## src/design/rgb24_to_yuv420_converter_unit_assert.svh

```systemverilog
// Assertion macros shared by the converter RTL.
`ifndef RGB24_TO_YUV420_CONVERTER_UNIT_ASSERT_SVH
`define RGB24_TO_YUV420_CONVERTER_UNIT_ASSERT_SVH
`ifndef SYNTHESIS
`define R2Y_ASSERT_SAME(label, ante, cons) \
    label: assert property (@(posedge clk) disable iff (!rst_n) (ante) |-> (cons)) \
        else $error("assertion failed: same-cycle implication");
`define R2Y_ASSERT_NEXT(label, ante, cons) \
    label: assert property (@(posedge clk) disable iff (!rst_n) (ante) |=> (cons)) \
        else $error("assertion failed: next-cycle implication");
`else
`define R2Y_ASSERT_SAME(label, ante, cons)
`define R2Y_ASSERT_NEXT(label, ante, cons)
`endif
`endif

```

## src/design/r2y420_pkg.sv

```systemverilog
// Types and fixed constants of the RGB to YUV 4:2:0 converter.
package r2y420_pkg;

    typedef enum logic [1:0] {
        PLANE_Y = 2'd0,
        PLANE_U = 2'd1,
        PLANE_V = 2'd2
    } plane_t;

    localparam int unsigned CFG_DATA_W  = 13;
    localparam int unsigned CFG_INDEX_W = 1;
    localparam int unsigned DIM_W       = 14;
    localparam int unsigned LUMA_IDX_W  = 24;
    localparam int unsigned CHROMA_IDX_W = 22;
    localparam int unsigned SUM_W       = 18;

    localparam logic [CFG_INDEX_W-1:0] REG_FRAME_WIDTH  = 1'b0;
    localparam logic [CFG_INDEX_W-1:0] REG_FRAME_HEIGHT = 1'b1;

    localparam logic [CFG_DATA_W-1:0] FRAME_DIM_RESET = 13'd256;
    localparam logic [DIM_W-1:0]      FRAME_DIM_MIN   = 14'd2;

    localparam logic signed [SUM_W-1:0] COEF_Y_R = 18'sd66;
    localparam logic signed [SUM_W-1:0] COEF_Y_G = 18'sd129;
    localparam logic signed [SUM_W-1:0] COEF_Y_B = 18'sd25;
    localparam logic signed [SUM_W-1:0] COEF_U_R = -18'sd38;
    localparam logic signed [SUM_W-1:0] COEF_U_G = -18'sd74;
    localparam logic signed [SUM_W-1:0] COEF_U_B = 18'sd112;
    localparam logic signed [SUM_W-1:0] COEF_V_R = 18'sd112;
    localparam logic signed [SUM_W-1:0] COEF_V_G = -18'sd94;
    localparam logic signed [SUM_W-1:0] COEF_V_B = -18'sd18;
    localparam logic signed [SUM_W-1:0] ROUND_ADD = 18'sd128;

    localparam logic [7:0] LUMA_OFFSET   = 8'd16;
    localparam logic [7:0] CHROMA_OFFSET = 8'd128;

endpackage

```

## src/design/rgb24_to_yuv420_converter_unit.sv

```systemverilog
// Top level of the RGB24 to YUV 4:2:0 converter with its pixel and sample channels.
//
//  Channel   Direction  Handshake                   Carries
//  pixel     in         in_valid / in_ready         red, green, blue
//  sample    out        out_valid / out_ready       plane, sample, plane_index, flags
//  config    in         cfg_write_en                cfg_index, cfg_data
//
// Each pixel passes the pixel register, then the single result register, which passes
// one sample per cycle unless out_ready stalls it; an odd-column pixel gives one sample, an even-column pixel two.
// A request is taken whenever the pixel register is empty or is releasing its last sample.
// Reset clears the counters, plane indices and valid flags, and loads 256 by 256.
// Back-pressure on the sample channel stalls the pixel register and then the input.
`include "rgb24_to_yuv420_converter_unit_assert.svh"

module rgb24_to_yuv420_converter_unit #(
    parameter int unsigned MAX_WIDTH  = 4096,
    parameter int unsigned MAX_HEIGHT = 4096
) (
    input  logic                                     clk,
    input  logic                                     rst_n,
    input  logic                                     in_valid,
    output logic                                     in_ready,
    input  logic [7:0]                               red,
    input  logic [7:0]                               green,
    input  logic [7:0]                               blue,
    output logic                                     out_valid,
    input  logic                                     out_ready,
    output r2y420_pkg::plane_t                       plane,
    output logic [7:0]                               sample,
    output logic [r2y420_pkg::LUMA_IDX_W-1:0]        plane_index,
    output logic                                     last_of_pixel,
    output logic                                     frame_end,
    input  logic                                     cfg_write_en,
    input  logic [r2y420_pkg::CFG_INDEX_W-1:0]       cfg_index,
    input  logic [r2y420_pkg::CFG_DATA_W-1:0]        cfg_data
);
    import r2y420_pkg::*;

    localparam int unsigned COL_W = (MAX_WIDTH > 2) ? $clog2(MAX_WIDTH) : 1;
    localparam int unsigned ROW_W = (MAX_HEIGHT > 2) ? $clog2(MAX_HEIGHT) : 1;
    localparam logic [DIM_W-1:0] WIDTH_MAX  = DIM_W'(MAX_WIDTH);
    localparam logic [DIM_W-1:0] HEIGHT_MAX = DIM_W'(MAX_HEIGHT);

    // Configuration registers.
    logic [CFG_DATA_W-1:0] frame_width_reg;
    logic [CFG_DATA_W-1:0] frame_height_reg;

    // Frame position and plane indices.
    logic [COL_W-1:0]        column_count_reg, column_count_next;
    logic [ROW_W-1:0]        row_count_reg, row_count_next;
    logic [LUMA_IDX_W-1:0]   luma_index_reg, luma_index_next;
    logic [CHROMA_IDX_W-1:0] u_index_reg, u_index_next;
    logic [CHROMA_IDX_W-1:0] v_index_reg, v_index_next;

    // Pixel register.
    logic                    item_valid_reg, item_valid_next;
    logic                    phase_reg, phase_next;
    logic [7:0]              red_reg, green_reg, blue_reg;
    logic [LUMA_IDX_W-1:0]   item_luma_idx_reg;
    logic [CHROMA_IDX_W-1:0] item_chroma_idx_reg;
    logic                    item_has_chroma_reg;
    plane_t                  item_chroma_plane_reg;
    logic                    item_fend_reg;

    // Result register.
    logic                    out_valid_reg, out_valid_next;
    plane_t                  out_plane_reg;
    logic [7:0]              out_sample_reg;
    logic [LUMA_IDX_W-1:0]   out_index_reg;
    logic                    out_last_reg;
    logic                    out_fend_reg;

    logic             accept;
    logic             out_load;
    logic             item_done;
    logic [DIM_W-1:0] width_clamped, height_clamped;
    logic [DIM_W-1:0] width_last, height_last;
    logic             row_end, fend_now, even_col, even_row;

    logic signed [SUM_W-1:0] r_ext, g_ext, b_ext;
    logic signed [SUM_W-1:0] y_sum, u_sum, v_sum;
    logic [7:0]              y_val, u_val, v_val;

    always_comb
    begin
        width_clamped = DIM_W'(frame_width_reg);
        if (width_clamped < FRAME_DIM_MIN)
        begin
            width_clamped = FRAME_DIM_MIN;
        end
        else if (width_clamped > WIDTH_MAX)
        begin
            width_clamped = WIDTH_MAX;
        end
        height_clamped = DIM_W'(frame_height_reg);
        if (height_clamped < FRAME_DIM_MIN)
        begin
            height_clamped = FRAME_DIM_MIN;
        end
        else if (height_clamped > HEIGHT_MAX)
        begin
            height_clamped = HEIGHT_MAX;
        end
    end

    assign width_last  = width_clamped - DIM_W'(1);
    assign height_last = height_clamped - DIM_W'(1);
    assign row_end     = DIM_W'(column_count_reg) >= width_last;
    assign fend_now    = row_end && (DIM_W'(row_count_reg) >= height_last);
    assign even_col    = ~column_count_reg[0];
    assign even_row    = ~row_count_reg[0];

    assign out_load  = item_valid_reg && (!out_valid_reg || out_ready);
    assign item_done = out_load && (phase_reg || !item_has_chroma_reg);
    assign in_ready  = !item_valid_reg || item_done;
    assign accept    = in_valid && in_ready;

    always_comb
    begin
        column_count_next = column_count_reg;
        row_count_next    = row_count_reg;
        luma_index_next   = luma_index_reg;
        u_index_next      = u_index_reg;
        v_index_next      = v_index_reg;
        if (accept)
        begin
            luma_index_next = luma_index_reg + LUMA_IDX_W'(1);
            if (even_col && even_row)
            begin
                u_index_next = u_index_reg + CHROMA_IDX_W'(1);
            end
            if (even_col && !even_row)
            begin
                v_index_next = v_index_reg + CHROMA_IDX_W'(1);
            end
            if (fend_now)
            begin
                column_count_next = '0;
                row_count_next    = '0;
                luma_index_next   = '0;
                u_index_next      = '0;
                v_index_next      = '0;
            end
            else if (row_end)
            begin
                column_count_next = '0;
                row_count_next    = row_count_reg + ROW_W'(1);
            end
            else
            begin
                column_count_next = column_count_reg + COL_W'(1);
            end
        end
    end

    always_comb
    begin
        item_valid_next = item_valid_reg;
        phase_next      = phase_reg;
        if (accept)
        begin
            item_valid_next = 1'b1;
            phase_next      = 1'b0;
        end
        else if (item_done)
        begin
            item_valid_next = 1'b0;
        end
        else if (out_load)
        begin
            phase_next = 1'b1;
        end
        out_valid_next = out_valid_reg;
        if (out_load)
        begin
            out_valid_next = 1'b1;
        end
        else if (out_ready)
        begin
            out_valid_next = 1'b0;
        end
    end

    // Colour conversion; bits 15:8 of each sum give the floored shift modulo 256.
    assign r_ext = SUM_W'(red_reg);
    assign g_ext = SUM_W'(green_reg);
    assign b_ext = SUM_W'(blue_reg);
    assign y_sum = COEF_Y_R * r_ext + COEF_Y_G * g_ext + COEF_Y_B * b_ext + ROUND_ADD;
    assign u_sum = COEF_U_R * r_ext + COEF_U_G * g_ext + COEF_U_B * b_ext + ROUND_ADD;
    assign v_sum = COEF_V_R * r_ext + COEF_V_G * g_ext + COEF_V_B * b_ext + ROUND_ADD;
    assign y_val = y_sum[15:8] + LUMA_OFFSET;
    assign u_val = u_sum[15:8] + CHROMA_OFFSET;
    assign v_val = v_sum[15:8] + CHROMA_OFFSET;

    always_ff @(posedge clk or negedge rst_n)
    begin
        if (!rst_n)
        begin
            frame_width_reg  <= FRAME_DIM_RESET;
            frame_height_reg <= FRAME_DIM_RESET;
            column_count_reg <= '0;
            row_count_reg    <= '0;
            luma_index_reg   <= '0;
            u_index_reg      <= '0;
            v_index_reg      <= '0;
            item_valid_reg   <= 1'b0;
            phase_reg        <= 1'b0;
            out_valid_reg    <= 1'b0;
        end
        else
        begin
            if (cfg_write_en)
            begin
                case (cfg_index)
                    REG_FRAME_WIDTH:  frame_width_reg  <= cfg_data;
                    REG_FRAME_HEIGHT: frame_height_reg <= cfg_data;
                    default:          frame_width_reg  <= frame_width_reg;
                endcase
            end
            column_count_reg <= column_count_next;
            row_count_reg    <= row_count_next;
            luma_index_reg   <= luma_index_next;
            u_index_reg      <= u_index_next;
            v_index_reg      <= v_index_next;
            item_valid_reg   <= item_valid_next;
            phase_reg        <= phase_next;
            out_valid_reg    <= out_valid_next;
        end
    end

    always_ff @(posedge clk)
    begin
        if (accept)
        begin
            red_reg               <= red;
            green_reg             <= green;
            blue_reg              <= blue;
            item_luma_idx_reg     <= luma_index_reg;
            item_chroma_idx_reg   <= even_row ? u_index_reg : v_index_reg;
            item_has_chroma_reg   <= even_col;
            item_chroma_plane_reg <= even_row ? PLANE_U : PLANE_V;
            item_fend_reg         <= fend_now;
        end
        if (out_load)
        begin
            out_fend_reg <= item_fend_reg;
            if (phase_reg)
            begin
                out_plane_reg  <= item_chroma_plane_reg;
                out_sample_reg <= (item_chroma_plane_reg == PLANE_U) ? u_val : v_val;
                out_index_reg  <= LUMA_IDX_W'(item_chroma_idx_reg);
                out_last_reg   <= 1'b1;
            end
            else
            begin
                out_plane_reg  <= PLANE_Y;
                out_sample_reg <= y_val;
                out_index_reg  <= item_luma_idx_reg;
                out_last_reg   <= !item_has_chroma_reg;
            end
        end
    end

    assign out_valid     = out_valid_reg;
    assign plane         = out_plane_reg;
    assign sample        = out_sample_reg;
    assign plane_index   = out_index_reg;
    assign last_of_pixel = out_last_reg;
    assign frame_end     = out_fend_reg;

    `R2Y_ASSERT_SAME(a_phase_needs_chroma, item_valid_reg && phase_reg, item_has_chroma_reg)
    `R2Y_ASSERT_NEXT(a_frame_end_clears, accept && fend_now,
        column_count_reg == '0 && row_count_reg == '0 && luma_index_reg == '0)
    `R2Y_ASSERT_NEXT(a_chroma_is_last, out_load && phase_reg,
        out_valid_reg && out_last_reg && out_plane_reg != PLANE_Y)
    `R2Y_ASSERT_NEXT(a_new_pixel_starts_luma, accept, item_valid_reg && !phase_reg)

endmodule
```

## config.mk

```make
export PLATFORM = sky130hd
export DESIGN_NAME = rgb24_to_yuv420_converter_unit
export DESIGN_NICKNAME = d
export VERILOG_FILES = /design/src/design/r2y420_pkg.sv /design/src/design/rgb24_to_yuv420_converter_unit.sv
export VERILOG_INCLUDE_DIRS = /design/src /design/src/design
export SDC_FILE = /design/constraint.sdc
export NUM_CORES = 1
export LEC_CHECK = 0
export ABC_CLOCK_PERIOD_IN_PS = 7500
export BUFFER_PORTS_ARGS = -buffer_cell sky130_fd_sc_hd__buf_2
export CORE_MARGIN = 2
export CORE_UTILIZATION = 60
export DETAILED_ROUTE_END_ITERATION = 16
export PLACE_DENSITY_LB_ADDON = 0.15
export SLEW_MARGIN = 20
export SYNTH_ARGS = -nofsm -noshare
export SYNTH_HDL_FRONTEND = slang
export SYNTH_SLANG_ARGS = --single-unit
```

## constraint.sdc

```tcl
create_clock -name clk -period 7.5 [get_ports clk]
set_clock_uncertainty 0.05 [all_clocks]
set_input_delay 0.75 -clock clk [delete_from_list [all_inputs] [get_ports clk]]
set_output_delay 0.75 -clock clk [all_outputs]
set_load 0.01 [all_outputs]
```

==> impl_metrics.env <==
export IMPL_synth_edff_count=110
export IMPL_via_per_inst=5.547
export IMPL_rr_worst_depth=28
export IMPL_gp_congestion=0.8968
export IMPL_yosys_area_top_type_share=0.1969
export IMPL_clkLatencyLatePin_ns=0.53
export IMPL_worst_setup_path_end_kind="flip-flop"
export IMPL_fin_util=0.6588
export IMPL_synthArstFlopShare=0.5238
export IMPL_period_share=0.9332
export IMPL_crit_buf_inv=5
export IMPL_antenna_cells=0
export IMPL_ctsHtreeMaxLevel=1
export IMPL_ys_ff_latch=231
export IMPL_via_count=13210
export IMPL_criticalPathCategory="reg -> reg"
export IMPL_cts_hold_buf=0
export IMPL_cpMaxStageDelayCell="edfxtp_1"
export IMPL_synth_flop_cell="dfrtp_1"
export IMPL_holdWs_ns=0.2969
export IMPL_synth_common_cells="ha_1, inv_1, dfrtp_1, edfxtp_1, fa_1"
export IMPL_syn_inst=1825
export IMPL_layout_nets=2379
export IMPL_grt_usage=0.2622
export IMPL_maxSlewViolCount=0
export IMPL_grt_first_pass_wirelength_mm=70.68
export IMPL_dr_pass1_iters=5
export IMPL_rsz0062_at_grt="false"
export IMPL_arrival_ns=7.17
export IMPL_first_iter_violations=638
export IMPL_ant_nets=0
export IMPL_fmax_mhz=142.9
export IMPL_hpwl_mm=33.81
export IMPL_grt_max_degree=65
export IMPL_fp_dieArea_um2=34190
export IMPL_worstPathRequired_ns=7.67
export IMPL_core_area_um2=32370
export IMPL_cts_buffers=24
export IMPL_ys_types=74
export IMPL_tritoncts="yes"
export IMPL_hold_violations=0
export IMPL_slowest_delay_ns=0.53
export IMPL_grt_pass1_vias=13980
export IMPL_ys_top_cells_by_area="ha_1, edfxtp_1, dfrtp_1, fa_1, inv_1"
export IMPL_start_util=0.6066
export IMPL_std_cell_rows=66
export IMPL_syn2layout_area_growth_pct=8.608
export IMPL_yosys_area_top_type="ha_1"
export IMPL_status="complete, no violations"
export IMPL_cts_sinks=231
export IMPL_hold_path_class="in -> async"
export IMPL_synth_yosys_seq_area_share=0.3225
export IMPL_min_period_ns=6.999
export IMPL_cts_resized=0
export IMPL_die_w_um=184.9
export IMPL_yosys_warnings=0
export IMPL_ios=81
export IMPL_cts_setup_buffers=0
export IMPL_slew_limit_headroom=0.3012
export IMPL_layout_drive_gt1_share=0.1454
export IMPL_io_buffers=80
export IMPL_antenna_found_initial=0
export IMPL_clk_pin_slew_ns=0.06
export IMPL_setup_viol=0
export IMPL_synth_area_um2=19640
export IMPL_ctsLongestPathBuffers=3
export IMPL_path_delay_family="adder cells"
export IMPL_regToRegStartpoint="green_reg[2]"
export IMPL_remaining_drc_errors=0
export IMPL_wl_per_cell_um=17.92
export IMPL_rr_endpoint="sample[7]"
export IMPL_worst_r2r_setup_slack_ns=0.50
export IMPL_cts_root_buf="clkbuf_16"
export IMPL_cap_viol_max_count=0
export IMPL_synth_nets=2283
export IMPL_cp_max_fo=8
export IMPL_wirelength_mm=42.67
export IMPL_synth_most_common_cell="ha_1"
export IMPL_avgSynthCellArea_um2=10.76
export IMPL_die_h_um=184.9
export IMPL_gr_total_overflow=0
export IMPL_tightest_slew_ns=1.048
export IMPL_critPathLaunchType="flip-flop"
export IMPL_fin_tns_setup_ns=0
==> cell type report <==
type	count	area, um2
repair buffers	99	558.0
flip-flops and latches	231	6335
clock inverters	10	65.06
well taps	442	553.0
fillers	2622	11040
multi-input cells	1323	12180
inverters	242	909.6
clock buffers	34	730.7
==> per-layer routing <==
metal  GRT usage  share of wire  vias up
met5           0              0        -
met4     0.08857          0.035        0
met3     0.02418          0.024       83
met2      0.4736           0.52      180
met1      0.3299           0.43     6508
li1            -              -     6436
==> per-stage QoR <==
stage / cells / area [um2] / setup WS, ns
6_report: 2381 / 21330 / 0.5009
5_1_grt: 2381 / 21330 / 0.009602
4_1_cts: 2381 / 21330 / 0.5294
3_5_place_dp: 2337 / 20530 / 0.5369
3_3_place_gp: 2337 / 20530 / 0.6097
2_1_floorplan: 1825 / 19640 / 1.270
==> layout by cell type (no fill, tap or decap), types with 25 or more instances in the layout <==
cell type / n
a21o_1: 28
a21oi_1: 63
and3_1: 25
buf_2: 79
clkbuf_16: 26
dfrtp_1: 118
edfxtp_1: 110
fa_1: 106
ha_1: 309
inv_1: 241
mux2_2: 68
nand2_1: 95
nand3_1: 33
nor2_1: 82
nor2_4: 50
nor2b_1: 27
nor3_1: 32
o21ai_0: 74
xnor2_1: 86
xor2_1: 59
==> logic make-up after synthesis <==
kind of cell / count (synthesis) / synth area share
compound gates: 246 / 0.07901
simple gates: 445 / 0.1304
flops: 231 / 0.3225
buf+inv: 271 / 0.05741
mux: 72 / 0.04103
xor+xnor: 145 / 0.06467
fa+ha+maj: 415 / 0.3050
==> how the worst max path moves through the flow <==
| stage | to | slack (ns) | depth (start not counted) | from |
|---|---|---|---|---|
| floorplan | sample[7] | 1.27 | 26 | red_reg[2] |
| global placement | sample[7] | 0.61 | 28 | green_reg[2] |
| detailed placement | sample[7] | 0.54 | 28 | green_reg[2] |
| CTS | sample[7] | 0.53 | 28 | green_reg[2] |
| global route | sample[7] | 0.01 | 28 | green_reg[2] |
| finish | sample[7] | 0.50 | 28 | green_reg[2] |
Power is left out: the tool's default activity adds up to more than one toggle a clock period on the data nets, which glitch-free logic cannot reach.
